<file path="src/rtl/dasr_pkg.sv">
// shared types and constants for the dual-axis stepper ramp and homing generator
package dasr_pkg;

    // request kinds carried in the input tuser
    typedef enum logic [2:0] {
        REQ_TICK       = 3'd0,
        REQ_SET_TARGET = 3'd1,
        REQ_SEEK_HOME  = 3'd2,
        REQ_REZERO     = 3'd3,
        REQ_ESTOP      = 3'd4
    } req_type_t;

    // configuration register indexes
    typedef enum logic [2:0] {
        CFG_MIN_INTERVAL     = 3'd0,
        CFG_START_INTERVAL   = 3'd1,
        CFG_ACCEL_DECREMENT  = 3'd2,
        CFG_HOMING_INTERVAL  = 3'd3,
        CFG_HOMING_COUNT     = 3'd4,
        CFG_MAX_TRAVEL       = 3'd5,
        CFG_FORWARD_DIR      = 3'd6
    } cfg_index_t;

    localparam int CFG_INDEX_W = 3;
    localparam int CFG_DATA_W  = 16;
    localparam int POS_W       = 17;
    localparam int TABLE_DEPTH = 256;

    localparam logic [15:0] RST_MIN_INTERVAL    = 16'd800;
    localparam logic [15:0] RST_START_INTERVAL  = 16'd2000;
    localparam logic [15:0] RST_ACCEL_DECREMENT = 16'd5;
    localparam logic [15:0] RST_HOMING_INTERVAL = 16'd3000;
    localparam logic [15:0] RST_HOMING_COUNT    = 16'd41664;
    localparam logic [7:0]  RST_MAX_TRAVEL      = 8'd100;
    localparam logic [1:0]  RST_FORWARD_DIR     = 2'b11;
    localparam logic [7:0]  MM_UNHOMED          = 8'hFF;

    typedef struct packed {
        logic [15:0] min_interval;
        logic [15:0] start_interval;
        logic [15:0] accel_decrement;
        logic [15:0] homing_interval;
        logic [15:0] homing_count;
        logic [7:0]  max_travel;
        logic [1:0]  forward_dir;
    } cfg_t;

    // decoded command for one axis, valid with the transfer strobe
    typedef struct packed {
        logic        tick;
        logic        run;
        logic        set_target;
        logic        seek_home;
        logic        rezero;
        logic        estop_on;
        logic [15:0] target_steps;
    } axis_cmd_t;

    // axis view after the item is applied
    typedef struct packed {
        logic       step;
        logic       dir;
        logic       enable;
        logic [7:0] report_mm;
        logic       busy;
    } axis_status_t;

endpackage

</file>
<file path="src/rtl/dual_axis_stepper_ramp_homing.sv">
// top level: request decode, stop latch, target table and result register
//
//  channel   | dir | handshake                 | payload
//  ----------+-----+---------------------------+----------------------------------------
//  request   | in  | s_axis_tvalid/tready      | tuser: req_type, axis; tdata: target_mm, stop_on
//  result    | out | m_axis_tvalid/tready      | tdata: steps, dirs, enables, mm, pending
//  config    | in  | cfg_valid/cfg_ready       | cfg_index, cfg_data
//
//  one request per cycle while no result is stalled, each giving one result in the cycle after its transfer
//  axis timing and millimetre tracking are updated in the same cycle as the transfer
//  the result register accepts a new request while its held result is being taken
//  a stalled result holds the request side: tready falls only while m_axis_tready is low
//  aresetn (synchronous) restores register defaults and idle, unhomed axes
module dual_axis_stepper_ramp_homing #(
    parameter int unsigned AXES                = 2,
    parameter int unsigned STEPS_PER_MM_TENTHS = 3968
) (
    input  logic                              aclk,
    input  logic                              aresetn,
    input  logic                              s_axis_tvalid,
    output logic                              s_axis_tready,
    input  logic [15:0]                       s_axis_tdata,  // target_mm[7:0], stop_on[8], zero
    input  logic [3:0]                        s_axis_tuser,  // req_type[2:0], axis[3]
    output logic                              m_axis_tvalid,
    input  logic                              m_axis_tready,
    // step_axis0[0], step_axis1[1], dir_axis0[2], dir_axis1[3], enable_axis0[4],
    // enable_axis1[5], report_mm_axis0[13:6], report_mm_axis1[21:14], any_moving[22],
    // pending_axis0[23], pending_axis1[24], zero
    output logic [31:0]                       m_axis_tdata,
    input  logic                              cfg_valid,
    output logic                              cfg_ready,
    input  logic [dasr_pkg::CFG_INDEX_W-1:0]  cfg_index,
    input  logic [dasr_pkg::CFG_DATA_W-1:0]   cfg_data
);

    localparam int NUM_AXES = 2;

    dasr_pkg::cfg_t          cfg;
    dasr_pkg::axis_cmd_t     axis_cmd [NUM_AXES];
    dasr_pkg::axis_status_t  axis_stat [NUM_AXES];

    logic [2:0]  req_type;
    logic        req_axis;
    logic [7:0]  target_mm;
    logic        stop_on;
    logic        s_fire;
    logic        is_tick;
    logic        is_set;
    logic        is_seek;
    logic        is_rezero;
    logic        is_estop;
    logic [7:0]  mm_clamped;
    logic [15:0] tgt_rom [dasr_pkg::TABLE_DEPTH];
    logic [15:0] tgt_steps;
    logic        stop_reg, stop_next;
    logic        m_valid_reg, m_valid_next;
    logic [31:0] m_data_reg, m_data_next;
    logic [1:0]  pend;

    assign req_type  = s_axis_tuser[2:0];
    assign req_axis  = s_axis_tuser[3];
    assign target_mm = s_axis_tdata[7:0];
    assign stop_on   = s_axis_tdata[8];

    assign s_axis_tready = !m_valid_reg || m_axis_tready;
    assign s_fire        = s_axis_tvalid && s_axis_tready;
    assign m_axis_tvalid = m_valid_reg;
    assign m_axis_tdata  = m_data_reg;

    dasr_cfg u_cfg (
        .aclk      (aclk),
        .aresetn   (aresetn),
        .cfg_valid (cfg_valid),
        .cfg_ready (cfg_ready),
        .cfg_index (cfg_index),
        .cfg_data  (cfg_data),
        .cfg       (cfg)
    );

    always_comb begin
        is_tick   = 1'b0;
        is_set    = 1'b0;
        is_seek   = 1'b0;
        is_rezero = 1'b0;
        is_estop  = 1'b0;
        case (req_type)
            dasr_pkg::REQ_TICK:       is_tick   = 1'b1;
            dasr_pkg::REQ_SET_TARGET: is_set    = 1'b1;
            dasr_pkg::REQ_SEEK_HOME:  is_seek   = 1'b1;
            dasr_pkg::REQ_REZERO:     is_rezero = 1'b1;
            dasr_pkg::REQ_ESTOP:      is_estop  = 1'b1;
            default: ;
        endcase
    end

    // millimetre to step table, built at elaboration, saturating at 16 bits
    for (genvar i = 0; i < dasr_pkg::TABLE_DEPTH; i++) begin : g_tgt_rom
        localparam int unsigned TGT_RAW = (i * STEPS_PER_MM_TENTHS) / 10;
        assign tgt_rom[i] = (TGT_RAW > 32'd65535) ? 16'hFFFF : TGT_RAW[15:0];
    end

    assign mm_clamped = (target_mm > cfg.max_travel) ? cfg.max_travel : target_mm;
    assign tgt_steps  = tgt_rom[mm_clamped];

    assign stop_next = (s_fire && is_estop) ? stop_on : stop_reg;

    for (genvar a = 0; a < NUM_AXES; a++) begin : g_axis
        if (a < AXES) begin : g_live
            always_comb begin
                axis_cmd[a].tick         = is_tick;
                axis_cmd[a].run          = is_tick && !stop_reg;
                axis_cmd[a].set_target   = is_set && (req_axis == 1'(a));
                axis_cmd[a].seek_home    = is_seek && (req_axis == 1'(a));
                axis_cmd[a].rezero       = is_rezero && (req_axis == 1'(a));
                axis_cmd[a].estop_on     = is_estop && stop_on;
                axis_cmd[a].target_steps = tgt_steps;
            end

            dasr_axis #(
                .STEPS_PER_MM_TENTHS (STEPS_PER_MM_TENTHS)
            ) u_axis (
                .aclk    (aclk),
                .aresetn (aresetn),
                .advance (s_fire),
                .cmd     (axis_cmd[a]),
                .cfg     (cfg),
                .fwd_dir (cfg.forward_dir[a]),
                .status  (axis_stat[a])
            );
        end else begin : g_absent
            // axis not built: reports the idle reset state
            assign axis_cmd[a]  = '0;
            assign axis_stat[a] = '{step: 1'b0, dir: 1'b0, enable: 1'b0,
                                    report_mm: dasr_pkg::MM_UNHOMED, busy: 1'b0};
        end
    end

    assign pend[0] = axis_stat[0].busy && !stop_next;
    assign pend[1] = axis_stat[1].busy && !stop_next;

    always_comb begin
        m_data_next        = 32'd0;
        m_data_next[0]     = axis_stat[0].step;
        m_data_next[1]     = axis_stat[1].step;
        m_data_next[2]     = axis_stat[0].dir;
        m_data_next[3]     = axis_stat[1].dir;
        m_data_next[4]     = axis_stat[0].enable;
        m_data_next[5]     = axis_stat[1].enable;
        m_data_next[13:6]  = axis_stat[0].report_mm;
        m_data_next[21:14] = axis_stat[1].report_mm;
        m_data_next[22]    = |pend;
        m_data_next[23]    = pend[0];
        m_data_next[24]    = pend[1];
    end

    always_comb begin
        m_valid_next = m_valid_reg;
        if (s_fire) begin
            m_valid_next = 1'b1;
        end else if (m_axis_tready) begin
            m_valid_next = 1'b0;
        end
    end

    always_ff @(posedge aclk) begin
        if (!aresetn) begin
            stop_reg    <= 1'b0;
            m_valid_reg <= 1'b0;
        end else begin
            stop_reg    <= stop_next;
            m_valid_reg <= m_valid_next;
        end
    end

    always_ff @(posedge aclk) begin
        if (s_fire) begin
            m_data_reg <= m_data_next;
        end
    end

    a_no_overrun: assert property (@(posedge aclk) disable iff (!aresetn)
        (m_valid_reg && !m_axis_tready) |-> !s_axis_tready)
        else $error("request taken while result is stalled");

    a_result_follows: assert property (@(posedge aclk) disable iff (!aresetn)
        s_fire |=> m_valid_reg)
        else $error("transfer produced no result");

    a_stop_quiet: assert property (@(posedge aclk) disable iff (!aresetn)
        (s_fire && stop_next) |=>
            (!m_data_reg[4] && !m_data_reg[5] && !m_data_reg[22]))
        else $error("drivers or motion reported during emergency stop");

    a_stop_holds: assert property (@(posedge aclk) disable iff (!aresetn)
        !(s_fire && is_estop) |=> (stop_reg == $past(stop_reg)))
        else $error("stop latch changed without a stop request");

endmodule

</file>
<file path="src/rtl/dasr_cfg.sv">
// configuration register file for the stepper generator
module dasr_cfg (
    input  logic                              aclk,
    input  logic                              aresetn,
    input  logic                              cfg_valid,
    output logic                              cfg_ready,
    input  logic [dasr_pkg::CFG_INDEX_W-1:0]  cfg_index,
    input  logic [dasr_pkg::CFG_DATA_W-1:0]   cfg_data,
    output dasr_pkg::cfg_t                    cfg
);

    dasr_pkg::cfg_t cfg_reg;
    dasr_pkg::cfg_t cfg_next;

    assign cfg_ready = 1'b1;
    assign cfg       = cfg_reg;

    always_comb begin
        cfg_next = cfg_reg;
        if (cfg_valid) begin
            case (cfg_index)
                dasr_pkg::CFG_MIN_INTERVAL:    cfg_next.min_interval    = cfg_data;
                dasr_pkg::CFG_START_INTERVAL:  cfg_next.start_interval  = cfg_data;
                dasr_pkg::CFG_ACCEL_DECREMENT: cfg_next.accel_decrement = cfg_data;
                dasr_pkg::CFG_HOMING_INTERVAL: cfg_next.homing_interval = cfg_data;
                dasr_pkg::CFG_HOMING_COUNT:    cfg_next.homing_count    = cfg_data;
                dasr_pkg::CFG_MAX_TRAVEL:      cfg_next.max_travel      = cfg_data[7:0];
                dasr_pkg::CFG_FORWARD_DIR:     cfg_next.forward_dir     = cfg_data[1:0];
                default: ;
            endcase
        end
    end

    always_ff @(posedge aclk) begin
        if (!aresetn) begin
            cfg_reg.min_interval    <= dasr_pkg::RST_MIN_INTERVAL;
            cfg_reg.start_interval  <= dasr_pkg::RST_START_INTERVAL;
            cfg_reg.accel_decrement <= dasr_pkg::RST_ACCEL_DECREMENT;
            cfg_reg.homing_interval <= dasr_pkg::RST_HOMING_INTERVAL;
            cfg_reg.homing_count    <= dasr_pkg::RST_HOMING_COUNT;
            cfg_reg.max_travel      <= dasr_pkg::RST_MAX_TRAVEL;
            cfg_reg.forward_dir     <= dasr_pkg::RST_FORWARD_DIR;
        end else begin
            cfg_reg <= cfg_next;
        end
    end

endmodule

</file>
<file path="src/rtl/dasr_axis.sv">
// per-axis step timing, interval ramp, homing and millimetre tracking
module dasr_axis #(
    parameter int unsigned STEPS_PER_MM_TENTHS = 3968
) (
    input  logic                    aclk,
    input  logic                    aresetn,
    input  logic                    advance,
    input  dasr_pkg::axis_cmd_t     cmd,
    input  dasr_pkg::cfg_t          cfg,
    input  logic                    fwd_dir,
    output dasr_pkg::axis_status_t  status
);

    // millimetre tracking: pos*10 = quot*DIV + rem, with 0 <= rem < DIV
    localparam int REM_W = $clog2(STEPS_PER_MM_TENTHS + 10);
    localparam logic [REM_W-1:0] DIV_R = REM_W'(STEPS_PER_MM_TENTHS);
    localparam logic [REM_W-1:0] TEN_R = REM_W'(10);
    localparam logic signed [dasr_pkg::POS_W-1:0] POS_FLOOR =
        {1'b1, {(dasr_pkg::POS_W-1){1'b0}}};

    logic signed [dasr_pkg::POS_W-1:0] pos_reg, pos_next;
    logic signed [dasr_pkg::POS_W-1:0] quot_reg, quot_next;
    logic [REM_W-1:0]                  rem_reg, rem_next;
    logic [15:0]                       tgt_reg, tgt_next;
    logic [15:0]                       elapsed_reg, elapsed_next;
    logic [15:0]                       interval_reg, interval_next;
    logic [15:0]                       homing_left_reg, homing_left_next;
    logic                              enable_reg, enable_next;
    logic                              homed_reg, homed_next;
    logic                              dir_reg, dir_next;

    logic [15:0]                       el_inc;
    logic signed [dasr_pkg::POS_W-1:0] tgt_ext;
    logic signed [dasr_pkg::POS_W-1:0] tgt_ext_next;
    logic signed [dasr_pkg::POS_W-1:0] max_ext;
    logic [16:0]                       ramp_floor;
    logic [REM_W-1:0]                  rem_up;
    logic                              step;
    logic                              do_move;
    logic                              move_up;
    logic                              clear_pos;

    assign el_inc     = (&elapsed_reg) ? elapsed_reg : elapsed_reg + 16'd1;
    assign tgt_ext    = signed'({1'b0, tgt_reg});
    assign ramp_floor = {1'b0, cfg.min_interval} + {1'b0, cfg.accel_decrement};
    assign rem_up     = rem_reg + TEN_R;

    always_comb begin
        pos_next         = pos_reg;
        quot_next        = quot_reg;
        rem_next         = rem_reg;
        tgt_next         = tgt_reg;
        elapsed_next     = elapsed_reg;
        interval_next    = interval_reg;
        homing_left_next = homing_left_reg;
        enable_next      = enable_reg;
        homed_next       = homed_reg;
        dir_next         = dir_reg;
        step             = 1'b0;
        do_move          = 1'b0;
        move_up          = 1'b0;
        clear_pos        = 1'b0;

        if (advance) begin
            if (cmd.tick) begin
                elapsed_next = el_inc;
                if (!cmd.run) begin
                    enable_next = 1'b0;
                end else if (homing_left_reg != 16'd0) begin
                    if (el_inc >= cfg.homing_interval) begin
                        elapsed_next     = 16'd0;
                        enable_next      = 1'b1;
                        step             = 1'b1;
                        do_move          = 1'b1;
                        homing_left_next = homing_left_reg - 16'd1;
                        // last homing step: this spot becomes zero
                        if (homing_left_reg == 16'd1) begin
                            clear_pos   = 1'b1;
                            homed_next  = 1'b1;
                            enable_next = 1'b0;
                        end
                    end
                end else if (pos_reg == tgt_ext) begin
                    enable_next   = 1'b0;
                    interval_next = cfg.start_interval;
                end else if (el_inc >= interval_reg) begin
                    elapsed_next = 16'd0;
                    enable_next  = 1'b1;
                    step         = 1'b1;
                    do_move      = 1'b1;
                    move_up      = (pos_reg < tgt_ext);
                    if (interval_reg > cfg.min_interval) begin
                        if ({1'b0, interval_reg} > ramp_floor) begin
                            interval_next = interval_reg - cfg.accel_decrement;
                        end else begin
                            interval_next = cfg.min_interval;
                        end
                    end
                end
            end
            if (cmd.set_target) begin
                tgt_next = cmd.target_steps;
            end
            if (cmd.seek_home) begin
                homed_next       = 1'b0;
                homing_left_next = cfg.homing_count;
            end
            if (cmd.rezero) begin
                homing_left_next = 16'd0;
                homed_next       = 1'b1;
                clear_pos        = 1'b1;
            end
            if (cmd.estop_on) begin
                homing_left_next = 16'd0;
                enable_next      = 1'b0;
            end
        end

        if (do_move) begin
            dir_next = move_up ? fwd_dir : ~fwd_dir;
            if (move_up) begin
                pos_next = pos_reg + 17'sd1;
                if (rem_up >= DIV_R) begin
                    rem_next  = rem_up - DIV_R;
                    quot_next = quot_reg + 17'sd1;
                end else begin
                    rem_next = rem_up;
                end
            end else if (pos_reg != POS_FLOOR) begin
                pos_next = pos_reg - 17'sd1;
                if (rem_reg < TEN_R) begin
                    rem_next  = rem_reg + DIV_R - TEN_R;
                    quot_next = quot_reg - 17'sd1;
                end else begin
                    rem_next = rem_reg - TEN_R;
                end
            end
        end

        if (clear_pos) begin
            pos_next  = '0;
            quot_next = '0;
            rem_next  = '0;
            tgt_next  = 16'd0;
        end
    end

    always_ff @(posedge aclk) begin
        if (!aresetn) begin
            pos_reg         <= '0;
            quot_reg        <= '0;
            rem_reg         <= '0;
            tgt_reg         <= 16'd0;
            elapsed_reg     <= 16'hFFFF;
            interval_reg    <= dasr_pkg::RST_START_INTERVAL;
            homing_left_reg <= 16'd0;
            enable_reg      <= 1'b0;
            homed_reg       <= 1'b0;
            dir_reg         <= 1'b0;
        end else begin
            pos_reg         <= pos_next;
            quot_reg        <= quot_next;
            rem_reg         <= rem_next;
            tgt_reg         <= tgt_next;
            elapsed_reg     <= elapsed_next;
            interval_reg    <= interval_next;
            homing_left_reg <= homing_left_next;
            enable_reg      <= enable_next;
            homed_reg       <= homed_next;
            dir_reg         <= dir_next;
        end
    end

    // status after the item, fed straight into the result register
    assign tgt_ext_next = signed'({1'b0, tgt_next});
    assign max_ext      = signed'({{(dasr_pkg::POS_W-8){1'b0}}, cfg.max_travel});

    always_comb begin
        status.step   = step;
        status.dir    = dir_next;
        status.enable = enable_next;
        status.busy   = (homing_left_next != 16'd0) || (pos_next != tgt_ext_next);
        if (!homed_next) begin
            status.report_mm = dasr_pkg::MM_UNHOMED;
        end else if (quot_next <= 17'sd0) begin
            status.report_mm = 8'd0;
        end else if (quot_next > max_ext) begin
            status.report_mm = cfg.max_travel;
        end else begin
            status.report_mm = quot_next[7:0];
        end
    end

    a_homing_unhomed: assert property (@(posedge aclk) disable iff (!aresetn)
        (homing_left_reg != 16'd0) |-> !homed_reg)
        else $error("axis homing while marked homed");

    a_rem_range: assert property (@(posedge aclk) disable iff (!aresetn)
        rem_reg < DIV_R)
        else $error("millimetre remainder out of range");

endmodule

</file>
<file path="config.mk">
export PLATFORM = sky130hd
export DESIGN_NAME = dual_axis_stepper_ramp_homing
export DESIGN_NICKNAME = d
export VERILOG_FILES = /design/src/rtl/dasr_pkg.sv /design/src/rtl/dual_axis_stepper_ramp_homing.sv /design/src/rtl/dasr_cfg.sv /design/src/rtl/dasr_axis.sv
export SDC_FILE = /design/constraint.sdc
export NUM_CORES = 2
export LEC_CHECK = 0
export ABC_CLOCK_PERIOD_IN_PS = 9600
export BUFFER_PORTS_ARGS = -buffer_cell sky130_fd_sc_hd__buf_2
export CAP_MARGIN = 25
export CORE_ASPECT_RATIO = 2
export CORE_MARGIN = 1
export CORE_UTILIZATION = 50
export DETAILED_ROUTE_END_ITERATION = 7
export PLACE_DENSITY_LB_ADDON = 0.3
export SYNTH_ARGS = -nofsm -noshare
export SYNTH_HDL_FRONTEND = slang
export SYNTH_SLANG_ARGS = --single-unit
</file>
<file path="constraint.sdc">
create_clock -name aclk -period 9.6 [get_ports aclk]
set_input_delay 0.48 -clock aclk [delete_from_list [all_inputs] [get_ports aclk]]
set_output_delay 0.48 -clock aclk [all_outputs]
set_load 0.02 [all_outputs]
</file>
* After elaboration in Yosys (flattened, before gate mapping)
Memory sizes are Yosys's and may differ from the RTL's. Cells that the tools add are included.
Storage, ports and cells: input bits 44, word-level logic and storage cells 314, bits in read-only memories 4096, output and inout port bits 35, memories 1, bits in registers 343
Cells by class: reduce and logical (&&, ||, !) cells 48, $add $sub $neg 25, equal/unequal tests 18, $lt $le $gt $ge 20, bitwise operators 7, muxes and demuxes 163
Memories:
- (name not given) | words 256, bits a word 16, read ports 1, clocked after Yosys merged registers in 0, wr ports 0, RTL line dual_axis_stepper_ramp_homing.sv:103 | assign tgt_steps = tgt_rom[mm_clamped];
Operators with widths (count):
- $mux 16 | 44
- $mux 17 | 20
- $mux 12 | 8
- $mux 1 | 86
- $add 17x2->17 const B | 4
- $sub 17x2->17 const B | 4
- $ge 16x16->1 | 4
- $reduce_bool 16->1 | 4
- $sub 12x4->12 const B | 4
- $mux 8 | 5
- $eq 17x17->1 | 2
- $gt 16x17->1 | 2
- $gt 17x9->1 | 2
- $le 17x1->1 const B | 2
- $lt 17x17->1 | 2
- $ne 17x17->1 | 2
- $ne 17x17->1 const B | 2
- $add 16x1->16 const B | 2
- $eq 16x1->1 const B | 2
- $gt 16x16->1 | 2
- $reduce_and 16->1 | 2
- $sub 16x1->16 const B | 2
- $sub 16x16->16 | 2
- $add 12x12->12 const B | 2
- 20 further kinds | 70

* Logic depth before layout (Yosys ltp)
depth after elaboration 16, mapped depth 41, gate-level depth less buffers 35

* Cells and area by module
Synthesis repeated with hierarchy kept, for this count alone.
Second synthesis, totals: cells, all modules 3862, area, all modules 29871.1 µm²
Modules (own cells, without submodules):
- dasr_axis (g_axis[0].g_live.u_axis) | sequential area each 2242.2 µm², instances 1, cells each 1507, area each 11383.4 µm²
- dasr_axis (g_axis[1].g_live.u_axis) | sequential area each 2242.2 µm², instances 1, cells each 1493, area each 11100.6 µm²
- dual_axis_stepper_ramp_homing | sequential area each 790.8 µm², instances 1, cells each 526, area each 3911.3 µm²
- dasr_cfg | sequential area each 1801.7 µm², instances 1, cells each 336, area each 3475.8 µm²

* Least setup slack after synthesis
Ideal clock, no wire load.
path kind register to register, start register g_axis[0].g_live.u_axis.elapsed_reg[3], end register m_data_reg[7] (netlist: m_axis_tdata[7]) (data pin), library setup time 0.275 ns, buffers on the path 3, clock period less this slack 6.688 ns, arrival 6.413 ns, required time 9.325 ns, slack 2.912 ns, stages on the path, launching flop included 38, cells stage by stage dfxtp_1 > nand3_1 > nor2_1 > nand4_1 > nor2_1 > and3_1 > clkbuf_1 > nand3_1 > nand2b_1 > clkbuf_1 > nor2_1 > xor2_1 > ha_1 > a21oi_1 > nor2_1 > a211o_1 > a221oi_4 > a2111oi_4 > (+2 left out) > nor2_1 > nor2_1 > o221ai_1 > a21oi_1 > ha_1 > nor2b_1 > o21ai_0 > nand2b_1 > a21oi_1 > nor2b_1 > o21ai_0 > nand2b_1 > a21oi_1 > nor2b_1 > o22ai_1 > nand2_1 > o21ai_0 > a21oi_1
Between the ends: longest elaborated chain between the ends 15, elaborated cells on any way between the ends 38, classes of those cells 1 x add/sub; 4 x order compare; 32 x mux; 1 x reduce/logical
Ends and longest elaborated chain:
- start: declaration | RTL line dasr_axis.sv:25 | logic [15:0] elapsed_reg, elapsed_next;
- start signal: assignment | RTL line dasr_axis.sv:165 | elapsed_reg <= elapsed_next;
- $add 16x1->16 or $reduce_and 16->1 (tied branches) | RTL line dasr_axis.sv:43 | assign el_inc = (&elapsed_reg) ? elapsed_reg : elapsed_reg + 16'd1;
- $mux 16 (*) | RTL line dasr_axis.sv:43
- $ge 16x16->1 | RTL line dasr_axis.sv:86 | end else if (el_inc >= interval_reg) begin
- $mux 1 | RTL line dasr_axis.sv:86
- $mux 1 | RTL line dasr_axis.sv:83 | end else if (pos_reg == tgt_ext) begin
- $mux 1 | RTL line dasr_axis.sv:69 | end else if (homing_left_reg != 16'd0) begin
- $mux 1 | RTL line dasr_axis.sv:67 | if (!cmd.run) begin
- $mux 1 | RTL line dasr_axis.sv:65 | if (cmd.tick) begin
- $mux 1 | RTL line dasr_axis.sv:64 | if (advance) begin
- $mux 17 | RTL line dasr_axis.sv:121 | if (move_up) begin
- $mux 17 | RTL line dasr_axis.sv:119 | if (do_move) begin
- $mux 17 (*) | RTL line dasr_axis.sv:140 | if (clear_pos) begin
- net g_axis[0].g_live.u_axis.quot_next (one bit) | RTL line dasr_axis.sv:22 | logic signed [dasr_pkg::POS_W-1:0] quot_reg, quot_next;
- $gt 17x9->1 | RTL line dasr_axis.sv:187 | end else if (quot_next > max_ext) begin
- $mux 8 | RTL line dasr_axis.sv:187
- $mux 8 (*) | RTL line dasr_axis.sv:185 | end else if (quot_next <= 17'sd0) begin
- end signal: assignment | RTL line dual_axis_stepper_ramp_homing.sv:177 | m_data_reg <= m_data_next;
- end: declaration | RTL line dual_axis_stepper_ramp_homing.sv:57 | logic [31:0] m_data_reg, m_data_next;
The timed path passes the listed nets; every way through them passes the cells marked *. A chain may end at the register's enable or synchronous reset.

* Worst setup path after layout
Same ends and word-level chain as after synthesis.

==> impl_results.md <==
- Yosys reg bits: 341
- Total number of vias: 31600
- Vias in the first global route: 31000
- DP HPWL: 90300 µm
- P_sw: 1.93 mW
- Mux cell area share after synthesis: 0.0231
- Synth top cells by count: nand2_1, nor2_1, a21oi_1, dfxtp_1, ha_1
- Post-CTS Setup Inserts: 0
- WP data required: 9910 ps
- Reg2reg start: g_axis[0].g_live.u_axis.elapsed_reg[3]
- Max-capacitance violation count: 0
- Setup Skew: 22.9 ps
- Antenna violations before repair: 8
- Startpoint Class: flop
- Fillers: 5710
- Clk buf depth: 3
- Core area: 58800 µm²
- PortBufs: 63
- CP Launch Point: g_axis[0].g_live.u_axis.elapsed_reg[3]
- Most common cell in the synthesized netlist: nand2_1
- Root buf cell: clkbuf_16
- Chip height: 347 µm
- Worst Setup EP: m_axis_tdata[7]
- Top_reg_cell synth: dfxtp_1
- Tcrit/Tclk final: 0.841
- P per Cell Area: 154 nW/µm²
- Status: finished, final reports clean
- Initial Util: 0.505
- Hold path cells: 3
- Setup TNS: 0 ps
- Post-Syn Instances: 3936
- R2r setup slk: 1530 ps
- Io pins: 79
- Placer congestion estimate: 1.07
- Yosys Warn Count: 0
- WP depth: 35
- Combinational share of power: 0.365
- Xor and xnor area share after synthesis: 0.0512
- Synth area leaders: dfxtp_1, ha_1, nand2_1, a21oi_1, nor2_1
- Crit path largest cell delay: 600 ps
- Top delay family on crit path: simple AND/OR/NAND/NOR gates
- Pre-CTS setup slack: 1650 ps
- Worst vdd rail ir drop: 0.162 mV
- Post_cts resized: 0
- Synth area leader: dfxtp_1
- Yosys cell types: 125
- Routed vias/inst: 6.74
- Pre-antenna DRT Iters: 7
- CP Class: reg2reg
- Post-layout nets: 4187
- R2r endpoint: m_axis_tdata[7]
- H-tree depth: 2
- Slowest-stage cell, CP: a221oi_4
- Synth top area share: 0.213
- Layout cell share with drive strength beyond 1: 0.0817
- P&R area growth vs syn: 7.35%
- DR DRC count: 0
- Worst-Skew Late Latency: 600 ps
- Number of core rows: 126
- Initial DRC count: 2605
- CTS Buf Count: 37
- CTS tree: yes
- Synthesized area: 29700 µm²
- Hold Buf Count CTS: 0
- Setup crit end kind: flop
- Clock power share: 0.321
- Switching Fraction: 0.392
- Worst rel slew slack: 0.247
- Endpoints failing setup: 0
- Final count of pins violating max slew: 0
- Final min period: 8070 ps
- Routed WL per cell: 25.8 µm
- P_int: 2.99 mW
- Sequential share of the synthesized area: 0.238
- Final ANT Viol Nets: 0
- Sink Count: 341
- RSZ-0062 raised after global routing: false
- Synth Area in Simple Gates: 0.261
- Largest net degree at the start of global routing: 58
- Mean post-synth cell area: 7.54 µm²
- Fmax: 0.124 GHz
- Largest family of logic cells by synthesized area: simple AND/OR/NAND/NOR gates
- Hold Crit Class: in2reg
- Synth Area in Adders: 0.110
- Reg2Reg Depth: 35
- Measured slew at the worst slew-check pin: 1130 ps
- Compound-cell area share of the yosys netlist: 0.259
- DIE AREA: 60400 µm²
- Clk pin slew, worst setup/hold paths: 70 ps
- Number of synthesized flops with an enable pin: 25
- Final WS setup: 1530 ps
- WL final: 121000 µm
- Crit path DAT: 8380 ps
- Global route overflow: 0
- Seq pwr share: 0.315
- First-pass GRT wire length: 183000 µm
- Final Hold Viols: 0
- Crit-path most repeated cell: nor2_1
- Crit Path Max Fanout: 24
- Max reg flops: 90
- Lkg Pwr: 12.4 nW
- Worst Path Buf+Inv: 1
- Die width: 174 µm
- Ys async rst share: 0
- GRT Util Overall: 0.396
[area by class of cell]
cell class	count	area (µm²)	share of cell area
clock buffer	50	1110	0.0347
multi-input combinational	3188	21000	0.658
timing repair buffer	132	856	0.0268
sequential	341	7080	0.222
clock inverter	18	185	0.00581
antenna	6	15.0	0.000471
tap	768	961	0.0301
inverter	186	703	0.0221
[stage by stage]
stage | utilization | power [mW] | area (µm²) | std cells | hold WS, ps
global placement | 0.518 | 3.26 | 30500 | 4607 | 441
global route | 0.542 | 5.10 | 31900 | 4683 | 147
finish | 0.542 | 4.92 | 31900 | 4689 | 151
CTS | 0.541 | 4.84 | 31800 | 4676 | 162
detailed placement | 0.519 | 3.28 | 30500 | 4608 | 447
floorplan | - | 2.76 | 29700 | 3942 | 436
[placed cells by master (no fill, tap or decap), types with 47 or more instances in the layout]
master | Yosys | layout
nand4_1 | 78 | 78
ha_1 | 254 | 254
nand2_1 | 459 | 458
nor2b_1 | 57 | 57
xnor2_1 | 112 | 112
o21ai_0 | 193 | 192
mux2i_1 | 54 | 54
nor4_1 | 47 | 47
buf_4 | 14 | 63
o211ai_1 | 56 | 56
a211oi_1 | 63 | 63
nor2_1 | 350 | 349
dfxtp_1 | 316 | 316
a21oi_1 | 316 | 316
inv_1 | 185 | 184
buf_2 | 32 | 64
nor3_1 | 116 | 112
xor2_1 | 59 | 59
nand3_1 | 154 | 154
[routing by layer]
| layer | GRT usage | part of all wire | up-vias | routed length [µm] |
|---|---|---|---|---|
| met5 | 0 | 0.00060 | - | 73 |
| met4 | 0.453 | 0.14 | 10 | 16300 |
| met3 | 0.0892 | 0.070 | 817 | 8480 |
| met2 | 0.686 | 0.48 | 1628 | 58400 |
| met1 | 0.356 | 0.31 | 14800 | 37600 |
| li1 | - | - | 14400 | - |
[power groups by stage]
stage               logic (mW)  registers [mW]  clock network [mW]
finish                    1.79            1.55                1.58
floorplan                 1.20            1.56                   0
detailed placement        1.70            1.58                   0
global placement          1.68            1.58                   0
CTS                       1.71            1.54                1.59
global route              1.91            1.55                1.64
[how the worst min path moves through the flow]
stage | startpoint | to | slack, ps
after global routing | s_axis_tvalid | m_axis_tvalid | 150
after floorplan | g_axis[0].g_live.u_axis.tgt_reg[4] | g_axis[0].g_live.u_axis.tgt_reg[4] | 440
final | s_axis_tvalid | m_axis_tvalid | 150
after global placement | u_cfg.cfg[40] | u_cfg.cfg[40] | 440
after detailed placement | u_cfg.cfg[41] | u_cfg.cfg[41] | 450
after CTS | s_axis_tvalid | m_axis_tvalid | 160
[cells by family after synthesis]
logic type / after synthesis
xor gates and xnor gates: 172
AOI/OAI and AO/OA: 1126
other: 2
adders and majority gates: 260
buffers and inverters: 413
and+or+nand+nor: 1556
DFF: 341
muxes: 66
[worst reg2reg max path: cells and delay by family (launching register included)]
| family | cells | cell delay, ps |
|---|---|---|
| AND/OR/NAND/NOR | 19 | 3270 |
| AO/OA/AOI/OAI | 12 | 2830 |
| adder cells (fa/ha/maj) | 2 | 630 |
| flip-flops | 1 | 450 |
| XOR/XNOR | 1 | 330 |
| buffers and inverters | 1 | 270 |
Power figures use the tool's default switching activity.
